--- config.mk ---
export PLATFORM = sky130hd
export DESIGN_NAME = led_matrix_blink_scanner
export DESIGN_NICKNAME = d
export VERILOG_FILES = /design/src/hdl/lmbs_pkg.sv /design/src/hdl/lmbs_flag_store.sv /design/src/hdl/led_matrix_blink_scanner.sv
export SDC_FILE = /design/constraint.sdc
export NUM_CORES = 1
export LEC_CHECK = 0
export BUFFER_PORTS_ARGS = -buffer_cell sky130_fd_sc_hd__buf_2
export CAP_MARGIN = 20
export CORE_MARGIN = 2
export CORE_UTILIZATION = 45
export DETAILED_ROUTE_END_ITERATION = 7
export GPL_ROUTABILITY_DRIVEN = 0
export SLEW_MARGIN = 20
export SYNTH_ARGS = -nofsm -noshare
export SYNTH_HDL_FRONTEND = slang
export SYNTH_SLANG_ARGS = --single-unit
--- constraint.sdc ---
create_clock -name i_clk -period 5.4 [get_ports i_clk]
set_clock_uncertainty 0.2 [all_clocks]
set_input_delay 1.08 -clock i_clk [delete_from_list [all_inputs] [get_ports i_clk]]
set_output_delay 1.08 -clock i_clk [all_outputs]
set_load 0.1 [all_outputs]
--- src/hdl/lmbs_pkg.sv ---
// Shared types and constants for the LED matrix blink scanner.
package lmbs_pkg;

    // Default matrix geometry.
    localparam int DEFAULT_ROWS    = 11;
    localparam int DEFAULT_COLUMNS = 6;

    // Fixed field widths of the command and result transfers.
    localparam int FUNC_W      = 3;
    localparam int LED_INDEX_W = 7;
    localparam int COLUMN_W    = 3;
    localparam int ROW_BITS_W  = 11;

    // Configuration register file.
    localparam int APB_ADDR_W = 2;
    localparam int APB_DATA_W = 32;
    localparam int HALF_W     = 8;
    localparam logic [APB_ADDR_W-1:0] REG_BLINK_HALF_PERIOD = 2'd0;
    localparam logic [HALF_W-1:0]     HALF_PERIOD_RESET     = 8'd250;

    // Command codes.
    typedef enum logic [FUNC_W-1:0] {
        FUNC_LIGHT  = 3'd0,
        FUNC_FLASH  = 3'd1,
        FUNC_CLOSE  = 3'd2,
        FUNC_TOGGLE = 3'd3,
        FUNC_TICK   = 3'd4,
        FUNC_SCAN   = 3'd5
    } t_func;

    // Per-LED update request sent to the flag store.
    typedef struct packed {
        logic                   en;
        logic [FUNC_W-1:0]      func;
        logic [LED_INDEX_W-1:0] led_index;
    } t_flag_cmd;

endpackage

--- src/hdl/lmbs_flag_store.sv ---
// On and blink flags for every LED, with the per-LED updates and the column scan.
module lmbs_flag_store import lmbs_pkg::*; #(
    parameter int ROWS    = DEFAULT_ROWS,
    parameter int COLUMNS = DEFAULT_COLUMNS
) (
    input  logic                  i_clk,
    input  logic                  i_rst_n,
    input  t_flag_cmd             i_cmd,
    input  logic                  i_blink_phase,
    input  logic [COLUMN_W-1:0]   i_scan_column,
    output logic [ROW_BITS_W-1:0] o_row_bits
);

    localparam int LED_TOTAL = ROWS * COLUMNS;
    localparam int OUT_ROWS  = (ROWS < ROW_BITS_W) ? ROWS : ROW_BITS_W;

    logic [LED_TOTAL-1:0] r_lit;
    logic [LED_TOTAL-1:0] r_blink;
    logic [LED_TOTAL-1:0] n_lit;
    logic [LED_TOTAL-1:0] n_blink;
    logic [LED_TOTAL-1:0] drive;

    // Decode the command against every LED; an index past the matrix hits none.
    always_comb begin
        n_lit   = r_lit;
        n_blink = r_blink;
        for (int n = 0; n < LED_TOTAL; n++) begin
            if (i_cmd.en && (32'(i_cmd.led_index) == n)) begin
                case (i_cmd.func)
                    FUNC_LIGHT: begin
                        n_lit[n]   = 1'b1;
                        n_blink[n] = 1'b0;
                    end
                    FUNC_FLASH: begin
                        n_lit[n]   = 1'b1;
                        n_blink[n] = 1'b1;
                    end
                    FUNC_CLOSE: begin
                        n_lit[n]   = 1'b0;
                        n_blink[n] = 1'b0;
                    end
                    FUNC_TOGGLE: begin
                        n_lit[n] = ~r_lit[n];
                    end
                    default: begin
                        n_lit[n]   = r_lit[n];
                        n_blink[n] = r_blink[n];
                    end
                endcase
            end
        end
    end

    // Flag registers, all cleared at reset.
    always_ff @(posedge i_clk) begin
        if (!i_rst_n) begin
            r_lit   <= '0;
            r_blink <= '0;
        end else begin
            r_lit   <= n_lit;
            r_blink <= n_blink;
        end
    end

    // An LED drives when it is on and either steady or in the lit phase.
    assign drive = r_lit & (~r_blink | {LED_TOTAL{i_blink_phase}});

    // Select the scanned column in every row; a column past the matrix reads zero.
    always_comb begin
        o_row_bits = '0;
        for (int r = 0; r < OUT_ROWS; r++) begin
            for (int c = 0; c < COLUMNS; c++) begin
                if (32'(i_scan_column) == c) begin
                    o_row_bits[r] = drive[r * COLUMNS + c];
                end
            end
        end
    end

endmodule

--- src/hdl/led_matrix_blink_scanner.sv ---
// Top level of the LED matrix blink scanner: command stage, blink timer, result register.
//
//  channel   direction  handshake                      payload
//  command   in         i_in_valid / o_in_ready        i_func, i_led_index, i_column
//  result    out        o_out_valid / i_out_ready      o_row_bits
//  config    in         psel, penable, pwrite, pready  paddr, pwdata, prdata
//
// One command is taken every cycle while no scan waits in the command register. A
// scan result is registered in the command register and then in the result register.
// Commands other than scan leave the command register in the next cycle even
// when the result register is full. A scan waits in the command register while
// the result register holds an untaken result. Reset is synchronous and clears
// flags, the blink timer and both valid bits.
module led_matrix_blink_scanner import lmbs_pkg::*; #(
    parameter int ROWS    = DEFAULT_ROWS,
    parameter int COLUMNS = DEFAULT_COLUMNS
) (
    input  logic                    i_clk,
    input  logic                    i_rst_n,
    input  logic                    i_in_valid,
    output logic                    o_in_ready,
    input  logic [FUNC_W-1:0]       i_func,
    input  logic [LED_INDEX_W-1:0]  i_led_index,
    input  logic [COLUMN_W-1:0]     i_column,
    output logic                    o_out_valid,
    input  logic                    i_out_ready,
    output logic [ROW_BITS_W-1:0]   o_row_bits,
    input  logic                    psel,
    input  logic                    penable,
    input  logic                    pwrite,
    input  logic [APB_ADDR_W-1:0]   paddr,
    input  logic [APB_DATA_W-1:0]   pwdata,
    output logic [APB_DATA_W-1:0]   prdata,
    output logic                    pready
);

    logic                   r_s1_valid;
    logic [FUNC_W-1:0]      r_s1_func;
    logic [LED_INDEX_W-1:0] r_s1_led_index;
    logic [COLUMN_W-1:0]    r_s1_column;
    logic                   r_out_valid;
    logic [ROW_BITS_W-1:0]  r_out_row_bits;
    logic [HALF_W-1:0]      r_half_period;
    logic [HALF_W-1:0]      r_tick_count;
    logic [HALF_W-1:0]      n_tick_count;
    logic                   r_blink_phase;
    logic                   n_blink_phase;
    logic                   s1_is_scan;
    logic                   s1_is_led;
    logic                   s1_fire;
    logic                   out_free;
    t_flag_cmd              flag_cmd;
    logic [ROW_BITS_W-1:0]  scan_bits;

    // Configuration register: written on the access phase of an APB write.
    assign pready = 1'b1;

    always_ff @(posedge i_clk) begin
        if (!i_rst_n) begin
            r_half_period <= HALF_PERIOD_RESET;
        end else if (psel && penable && pwrite && (paddr == REG_BLINK_HALF_PERIOD)) begin
            r_half_period <= pwdata[HALF_W-1:0];
        end
    end

    always_comb begin
        prdata = '0;
        if (paddr == REG_BLINK_HALF_PERIOD) begin
            prdata = {{(APB_DATA_W-HALF_W){1'b0}}, r_half_period};
        end
    end

    // Command stage flow control: only a scan needs room in the result register.
    always_comb begin
        s1_is_scan = (r_s1_func == FUNC_SCAN);
        s1_is_led  = r_s1_func inside {FUNC_LIGHT, FUNC_FLASH, FUNC_CLOSE, FUNC_TOGGLE};
    end

    assign out_free   = !r_out_valid || i_out_ready;
    assign s1_fire    = r_s1_valid && (!s1_is_scan || out_free);
    assign o_in_ready = !r_s1_valid || s1_fire;

    always_ff @(posedge i_clk) begin
        if (!i_rst_n) begin
            r_s1_valid <= 1'b0;
        end else if (o_in_ready) begin
            r_s1_valid <= i_in_valid;
        end
    end

    always_ff @(posedge i_clk) begin
        if (i_in_valid && o_in_ready) begin
            r_s1_func      <= i_func;
            r_s1_led_index <= i_led_index;
            r_s1_column    <= i_column;
        end
    end

    // Blink timer: the phase inverts once the count reaches the half-period.
    always_comb begin
        n_tick_count  = r_tick_count;
        n_blink_phase = r_blink_phase;
        if (s1_fire && (r_s1_func == FUNC_TICK)) begin
            n_tick_count = r_tick_count + 8'd1;
            if (n_tick_count >= r_half_period) begin
                n_tick_count  = '0;
                n_blink_phase = ~r_blink_phase;
            end
        end
    end

    always_ff @(posedge i_clk) begin
        if (!i_rst_n) begin
            r_tick_count  <= '0;
            r_blink_phase <= 1'b0;
        end else begin
            r_tick_count  <= n_tick_count;
            r_blink_phase <= n_blink_phase;
        end
    end

    // Flag storage and column scan.
    assign flag_cmd.en        = s1_fire && s1_is_led;
    assign flag_cmd.func      = r_s1_func;
    assign flag_cmd.led_index = r_s1_led_index;

    lmbs_flag_store #(
        .ROWS    (ROWS),
        .COLUMNS (COLUMNS)
    ) u_flag_store (
        .i_clk         (i_clk),
        .i_rst_n       (i_rst_n),
        .i_cmd         (flag_cmd),
        .i_blink_phase (r_blink_phase),
        .i_scan_column (r_s1_column),
        .o_row_bits    (scan_bits)
    );

    // Result register: loaded by a scan, emptied by an output transfer.
    always_ff @(posedge i_clk) begin
        if (!i_rst_n) begin
            r_out_valid <= 1'b0;
        end else if (s1_fire && s1_is_scan) begin
            r_out_valid <= 1'b1;
        end else if (i_out_ready) begin
            r_out_valid <= 1'b0;
        end
    end

    always_ff @(posedge i_clk) begin
        if (s1_fire && s1_is_scan) begin
            r_out_row_bits <= scan_bits;
        end
    end

    assign o_out_valid = r_out_valid;
    assign o_row_bits  = r_out_row_bits;

endmodule

== After elaboration in Yosys (flattened, before gate mapping) ==
Cells that the tools add are included.

* Add/sub/neg operators: 1
* $mul: 0
* Div/mod/pow operators: 0
* Order comparisons: 1
* Equal/unequal tests: 75
* Shift-type cells: 0
* Multiplexer cells: 137
* Bitwise logic cells: 70
* Reduce and logical (&&, ||, !) cells: 223

{| class="wikitable"
|+ Operator list
! kind !! number
|-
| $reduce_and A2 Y1 || 133
|-
| $eq A7 B6 Y1 const B || 32
|-
| $pmux W1 S3 || 66
|-
| $eq A7 B5 Y1 const B || 16
|-
| $logic_and A1 B1 Y1 || 74
|-
| $mux W1 || 68
|-
| $not A1 Y1 || 67
|-
| $and A66 B66 Y66 || 1
|-
| $not A66 Y66 || 1
|-
| $or A66 B66 Y66 || 1
|-
| $eq A7 B4 Y1 const B || 8
|-
| $eq A7 B3 Y1 const B || 4
|-
| $mux W8 || 2
|-
| $eq A7 B2 Y1 const B || 2
|-
| $eq A7 B7 Y1 const B || 2
|-
| $eq A3 B2 Y1 const B || 4
|-
| $eq A3 B3 Y1 const B || 4
|-
| $add A8 B1 Y8 const B || 1
|-
| $ge A8 B8 Y1 || 1
|-
| $eq A7 B1 Y1 const B || 1
|-
| $logic_not A7 Y1 || 1
|-
| $eq A3 B1 Y1 const B || 2
|-
| $logic_not A3 Y1 || 2
|-
| $reduce_bool A2 Y1 || 2
|-
| 7 further kinds || 12
|}

* Register bits: 175
* Latch bits: 0
* Bits in writable memories: 0
* Memory bits (read-only): 0
* Input bits: 54
* Output and inout port bits: 46
* Word-level logic and storage cells: 648
* Memories kept: 0

== Depth between registers and ports, before layout ==
Gate-level depths: netlist (run 1).

* Depth in word-level cells: 9
* Mapped depth: 11
* Gate-level depth less buffers: 10

== Cells and area by module ==
A second synthesis (run 1) with hierarchy kept.

* Cell total of the unflattened synthesis: 1071
* Area, all modules: 8988.6 um^2

{| class="wikitable"
|+ By module, submodules not included
! module !! instances !! cells each !! area an instance (um^2) !! sequential area each (um^2)
|-
| lmbs_flag_store || 1 || 895 || 6944.2 || 2642.5
|-
| led_matrix_blink_scanner || 1 || 176 || 2044.5 || 1101.1
|}

== Worst setup path after synthesis (run 1) ==
OpenSTA, ideal clock, no wires.

* Path kind: input-to-output
* From: input paddr[1]
* To: output prdata[1]
* Data arrival time: 3.329 ns
* Data required time: 4.120 ns
* Setup slack: 0.791 ns
* Stages on the path: 2
* Path buffers: 1
* Cells stage by stage: clkbuf_1 > nor3_1

* Longest elaborated chain between the ends: 2

{| class="wikitable"
|+ Ends and longest elaborated chain
! what !! line !! RTL
|-
| start, declared || led_matrix_blink_scanner.sv:31 || <nowiki>input logic [APB_ADDR_W-1:0] paddr,</nowiki>
|-
| $logic_not A2 Y1 || led_matrix_blink_scanner.sv:68 || <nowiki>if (paddr == REG_BLINK_HALF_PERIOD) begin</nowiki>
|-
| $mux W8 || led_matrix_blink_scanner.sv:68 ||
|-
| end, declared || led_matrix_blink_scanner.sv:33 || <nowiki>output logic [APB_DATA_W-1:0] prdata,</nowiki>
|}

No other way between the ends.

== Worst setup path in the final report (run 1) ==
* From: register r_s1_func[2]
* To: output o_in_ready

* Longest elaborated chain between the ends: 5

{| class="wikitable"
|+ Ends and longest elaborated chain
! what !! line !! RTL
|-
| start, declared || led_matrix_blink_scanner.sv:38 || <nowiki>logic [FUNC_W-1:0] r_s1_func;</nowiki>
|-
| start signal, assigned || led_matrix_blink_scanner.sv:93 || <nowiki>r_s1_func <= i_func;</nowiki>
|-
| $eq A3 B3 Y1 || led_matrix_blink_scanner.sv:75 || <nowiki>s1_is_scan = (r_s1_func == FUNC_SCAN);</nowiki>
|-
| $logic_not A1 Y1 || led_matrix_blink_scanner.sv:80 || <nowiki>assign s1_fire = r_s1_valid && (!s1_is_scan || out_free);</nowiki>
|-
| $logic_or A1 B1 Y1 || led_matrix_blink_scanner.sv:80 ||
|-
| $logic_and A1 B1 Y1 || led_matrix_blink_scanner.sv:80 ||
|-
| $logic_or A1 B1 Y1 || led_matrix_blink_scanner.sv:81 || <nowiki>assign o_in_ready = !r_s1_valid || s1_fire;</nowiki>
|-
| end, declared || led_matrix_blink_scanner.sv:21 || <nowiki>output logic o_in_ready,</nowiki>
|}

No other way between the ends.

==> results.yml, run 1 <==
global_route:
  grt_overflow: 0
  grtUsageTotal_pct: 23.35
  grt_pass1_vias: 6872
  antenna_found_initial: 0
  grt_max_degree: 100
  grt_first_pass_wirelength_mm: 37.40
placed_design:
  port_buffers: 50
  post_dp_cell_area_sq_mm: 0.009047
  placed_cells: 1250
  place_hpwl_mm: 13.83
drt:
  drtIter0Drc: 685
  via_per_inst: 5.826
  drt_wl_total_mm: 23.34
  wl_per_cell_um: 18.21
  remaining_drc_errors: 0
  first_pass_iters: 6
  antenna_left: 0
  num_vias: 7469
floorplan:
  initial_utilization_pct: 45.52
  ios: 100
  die_w_um: 143.6
  fp.dieH_um: 143.6
  core_area_sq_mm: 0.01927
  row_count: 51
  die_area_sq_mm: 0.02063
layout:
  final_common_cell: "dfxtp_1"
  n_antenna_cell: 0
  stdcell_count: 1282
  fillers: 1888
  design_area_sq_mm: 0.009659
  utilization_pct: 50.12
  drive_gt1_share_pct: 11.11
  nNetsFinal: 1067
  multiInputGateArea_sq_mm: 0.004491
  area_growth_pct: 10.11
  layout_common_cells: "151 x dfxtp_1, 150 x nor2_1, 72 x a21oi_1"
  seq_area_sq_mm: 0.003744
logic_synthesis:
  synth-seq-cells: 175
  ys_seq_area_share_pct: 42.68
  synthArstFlopShare_pct: 0
  synth_warnings: 0
  synth-edff-count: 24
  synthCells: 1008
  synth.top_cell.area_share_pct: 34.46
  synth_ff_type: "dfxtp_1"
  syn_area_per_cell_sq_um: 8.703
  synth_cell_types: 54
  synth.cell_area_sq_mm: 0.008772
  synth.area.top_cells: "dfxtp_1 34%, edfxtp_1 8.2%, o211a_1 6.8%, nor2_1 6.4%, o211ai_1 5.7%"
  yosys.area.top_type: "dfxtp_1"
setup_path:
  worstPathRequired_ps: 4120
  start_kind: "register"
  end_kind: "output port"
  critPathKind: "reg -> out"
  ff2ff_path_depth: 10
  critPathArrivalTime_ps: 2000
  crit_path_max_fanout: 10
clocking:
  cts_setup_buffers: 0
  tritoncts: "built"
  clockBufferDepth: 2
  cts.sinks: 175
  clock-root-buffer: "clkbuf_16"
  h-tree-depth: 4
  path_clk_slew_ps: 70
  cts_made_buffers: 17
  cts_hold_buf: 0
  ctsResizeCount: 0
  clock_latency_ps: 430
sta:
  rsz0062_at_grt: "no"
  relSlewSlack_pct: 29.42
  finalSetupViolCount: 0
  slew_viol_final: 0
  hold_viol_final: 0
  max_freq_mhz: 304.9
  fin_crit_ps: 3280
  tightest_slew_ps: 1059
  fin_crit_sh_pct: 60.74
  fin_tns_setup_ps: 0
hold_path:
  worst_hold_path.num_cells: 2
  worstHoldPathType: "reg -> reg"
status:
  status: "finished clean"
power:
  totalPowerFinal_w: 0.002896
  powerDensity_mw_per_mm2: 299.8
  p_leak_nw: 4.107
  ir_drop_uv: 243.2
flow_run:
  cap_viol_max_count: 0
==> area by class of cell <==
type | count | share of cell area, %
timing repair buffer | 63 | 3.627
clock inverter | 14 | 1.891
tap | 265 | 3.433
clock buffer | 18 | 4.443
sequential | 175 | 38.76
inverter | 35 | 1.360
multi-input combinational | 712 | 46.49
==> final timing paths <==
kind | startpoint | to | slack, ps
worst min register to register | u_flag_store.r_blink[15] | u_flag_store.r_blink[15] | 260
worst max register to register | r_tick_count[0] | r_tick_count[2] | 2550
worst max-delay path | r_s1_func[2] | o_in_ready | 2120
worst min-delay path | u_flag_store.r_blink[15] | u_flag_store.r_blink[15] | 260
==> kinds of logic (layout without fill, tap and decap cells) <==
| logic type | after synthesis | in the layout | share of synthesized area (%) |
|---|---|---|---|
| buffers and inverters | 144 | 130 | 7.360 |
| flip-flops | 175 | 175 | 42.68 |
| XOR/XNOR | 6 | 6 | 0.5992 |
| AO/OA/AOI/OAI | 345 | 345 | 28.61 |
| multiplexers | 26 | 26 | 3.052 |
| AND/OR/NAND/NOR | 301 | 301 | 16.33 |
| adder cells (fa/ha/maj) | 9 | 9 | 1.284 |
| other | 2 | 25 | 0.08561 |
==> worst max-delay path, cell delays in order, from the launching register on <==
cell and delay, ps:
edfxtp_1 610, nor2b_1 260, nand3_1 140, nor2_1 210, inv_1 60, buf_2 290
==> sequential cells by signal, summed over array words and instances, names as in the netlist <==
signal,flops
o_out_valid,1
o_row_bits,11
r_blink_phase,1
r_half_period,8
r_s1_column,3
r_s1_func,3
r_s1_led_index,7
r_s1_valid,1
r_tick_count,8
u_flag_store.r_blink,66
u_flag_store.r_lit,66
==> cell usage after synthesis, types with 4 or more instances <==
cell type and count:
o221a_2 4, a21oi_1 73, buf_2 9, nand3b_1 9
o221ai_1 10, ha_1 9, and3_1 4, and2_1 6
a211oi_1 4, nor2_1 150, nor3_1 21, inv_1 35
edfxtp_1 24, a21boi_0 5, buf_1 7, nor2b_1 11
nand2_1 39, dfxtp_1 151, a31oi_1 15, nand3_1 17
nand2b_1 19, mux2_2 6, o21ai_0 34, nor3b_1 13
buf_4 25, mux2i_1 20, clkbuf_1 68, o211ai_1 67
o211a_1 60, o31ai_1 54
==> routing by layer <==
layer	vias to the layer above	GRT usage, %	wire [um]
li1	3638	-	-
met1	3647	31.79	11340
met2	161	37.72	10660
met3	23	4.898	1057
met4	0	6.295	289
met5	-	0	0
==> power by group <==
part / leakage, nW / total [W] / switching [W] / internal [W]
clock network: 0.293 / 0.00129 / 0.000553 / 0.000738
logic: 2.37 / 0.000260 / 0.000217 / 0.0000431
registers: 1.44 / 0.00135 / 0.0000170 / 0.00133
total: 4.11 / 0.00290 / 0.000786 / 0.00211
==> metrics by stage <==
| stage | worst slack, ps | hold WS, ps |
|---|---|---|
| 6_report | 2120 | 258.2 |
| 5_1_grt | 1992 | 287.1 |
| 4_1_cts | 2090 | 263.7 |
| 3_5_place_dp | 2117 | 247.2 |
| 3_3_place_gp | 2123 | 239.4 |
| 2_1_floorplan | 791.4 | 227.8 |
Note: power is estimated with default switching activity, not from simulation.
==> inputs of run 2 (changes only) <==
==> constraint.sdc (replaced) <==
create_clock -name i_clk -period 3.14 [get_ports i_clk]
set_clock_uncertainty 0.2 [all_clocks]
set_input_delay 0.628 -clock i_clk [delete_from_list [all_inputs] [get_ports i_clk]]
set_output_delay 0.628 -clock i_clk [all_outputs]
set_load 0.1 [all_outputs]
==> run 2 against run 1 <==
Effect of this change:
- clock power is 68% higher
- die area stayed put
- total power is 71% higher
- register-to-register slack worse by 2100 ps
- largest cell class unchanged
==> results.yml, run 2 (synthesis gave the netlist of run 1 again) <==
clocking:
  tritoncts: "built"
  clockBufferDepth: 2
  clock-root-buffer: "clkbuf_16"
  cts_made_buffers: 17
  cts.sinks: 175
  clock_latency_ps: 430
  ctsResizeCount: 0
  cts_hold_buf: 0
  cts_setup_buffers: 0
  path_clk_slew_ps: 70
  h-tree-depth: 4
drt:
  remaining_drc_errors: 0
  via_per_inst: 5.809
  wl_per_cell_um: 18.20
  first_pass_iters: 5
  drt_wl_total_mm: 23.44
  drtIter0Drc: 671
  antenna_left: 0
  num_vias: 7482
sta:
  max_freq_mhz: 349.6
  final.setup.worst_slack_ps: 279.4
  fin_crit_ps: 2861
  hold_viol_final: 0
  fin_tns_setup_ps: 0
  finalSetupViolCount: 0
  rsz0062_at_grt: "no"
  fin_crit_sh_pct: 91.10
  slew_viol_final: 0
  tightest_slew_ps: 915.7
  holdWs_ps: 173.1
  relSlewSlack_pct: 38.81
global_route:
  grt_first_pass_wirelength_mm: 37.29
  grt_max_degree: 96
  antenna_found_initial: 0
  grt_pass1_vias: 6755
  grtUsageTotal_pct: 23.20
  grt_overflow: 0
layout:
  design_area_sq_mm: 0.009761
  fillers: 1891
  drive_gt1_share_pct: 11.63
  area_growth_pct: 11.27
  layout_common_cells: "151 x dfxtp_1, 150 x nor2_1, 72 x a21oi_1"
  nNetsFinal: 1073
  utilization_pct: 50.65
  final_common_cell: "dfxtp_1"
  n_antenna_cell: 0
status:
  status: "finished clean"
setup_path:
  crit_path_top_delay_cell: "edfxtp_1"
  start_kind: "register"
  crit_path_max_fanout: 10
  end_kind: "output port"
  slowest_delay_ps: 630
  critPathKind: "reg -> out"
  crit_chain: "nor2b_1 > nand3_1 > nor2_1 > inv_1 > buf_2"
  worstPathRequired_ps: 2310
  critPathArrivalTime_ps: 2030
power:
  p_leak_nw: 4.160
  ir_drop_uv: 363.8
  powerDensity_mw_per_mm2: 506.8
floorplan:
  row_count: 51
  die_w_um: 143.6
  fp.dieH_um: 143.6
  initial_utilization_pct: 45.52
  core_area_sq_mm: 0.01927
  ios: 100
  die_area_sq_mm: 0.02063
placed_design:
  place_hpwl_mm: 14.71
  pre_cts_ws_ps: 452.1
  post_dp_cell_area_sq_mm: 0.009155
  port_buffers: 50
flow_run:
  cap_viol_max_count: 0
hold_path:
  worstHoldPathType: "in -> reg"
## run 2: per-stage QoR
stage                     instances  power (W)
after global routing           1288   0.005127
after CTS                      1288   0.004985
after global placement         1256   0.002820
final                          1288   0.004947
after floorplan                1031   0.002734
after detailed placement       1256   0.002823
## run 2: cell type report
| cell class | instances | area [sq um] | area share, % |
|---|---|---|---|
| clock buffers | 20 | 479.2 | 4.910 |
| clock inverters | 12 | 126.4 | 1.295 |
| inverters | 35 | 131.4 | 1.346 |
| multi-input cells | 712 | 4491 | 46.01 |
| flip-flops and latches | 175 | 3744 | 38.35 |
| well taps | 265 | 331.6 | 3.397 |
| repair buffers | 69 | 457.9 | 4.692 |
## run 2: final timing paths
check,slack (ps),depth (start not counted),end,from
setup / recovery,280,5,o_in_ready,r_s1_func[2]
hold reg to reg,270,2,u_flag_store.r_blink[63],u_flag_store.r_blink[63]
setup reg to reg,440,10,r_tick_count[2],r_tick_count[0]
hold / removal,170,1,r_s1_led_index[4],i_led_index[4]
## run 2: worst max-delay path, delay by kind of cell (launching register included)
family / cells / cell delay (ps)
buf+inv: 2 / 340
flops: 1 / 630
simple gates: 3 / 630
## run 2: where the power goes
part | internal (W) | switching (W)
clock network | 0.00127 | 0.000904
logic | 0.0000850 | 0.000373
registers | 0.00229 | 0.0000308
## run 2: per-layer routing
metal / track usage (%) / vias to the layer above / share of wire (%)
li1: - / 3658 / -
met1: 32.62 / 3592 / 46
met2: 37.32 / 204 / 47
met3: 2.932 / 28 / 5.2
met4: 6.966 / 0 / 1.9
met5: 0 / - / 0
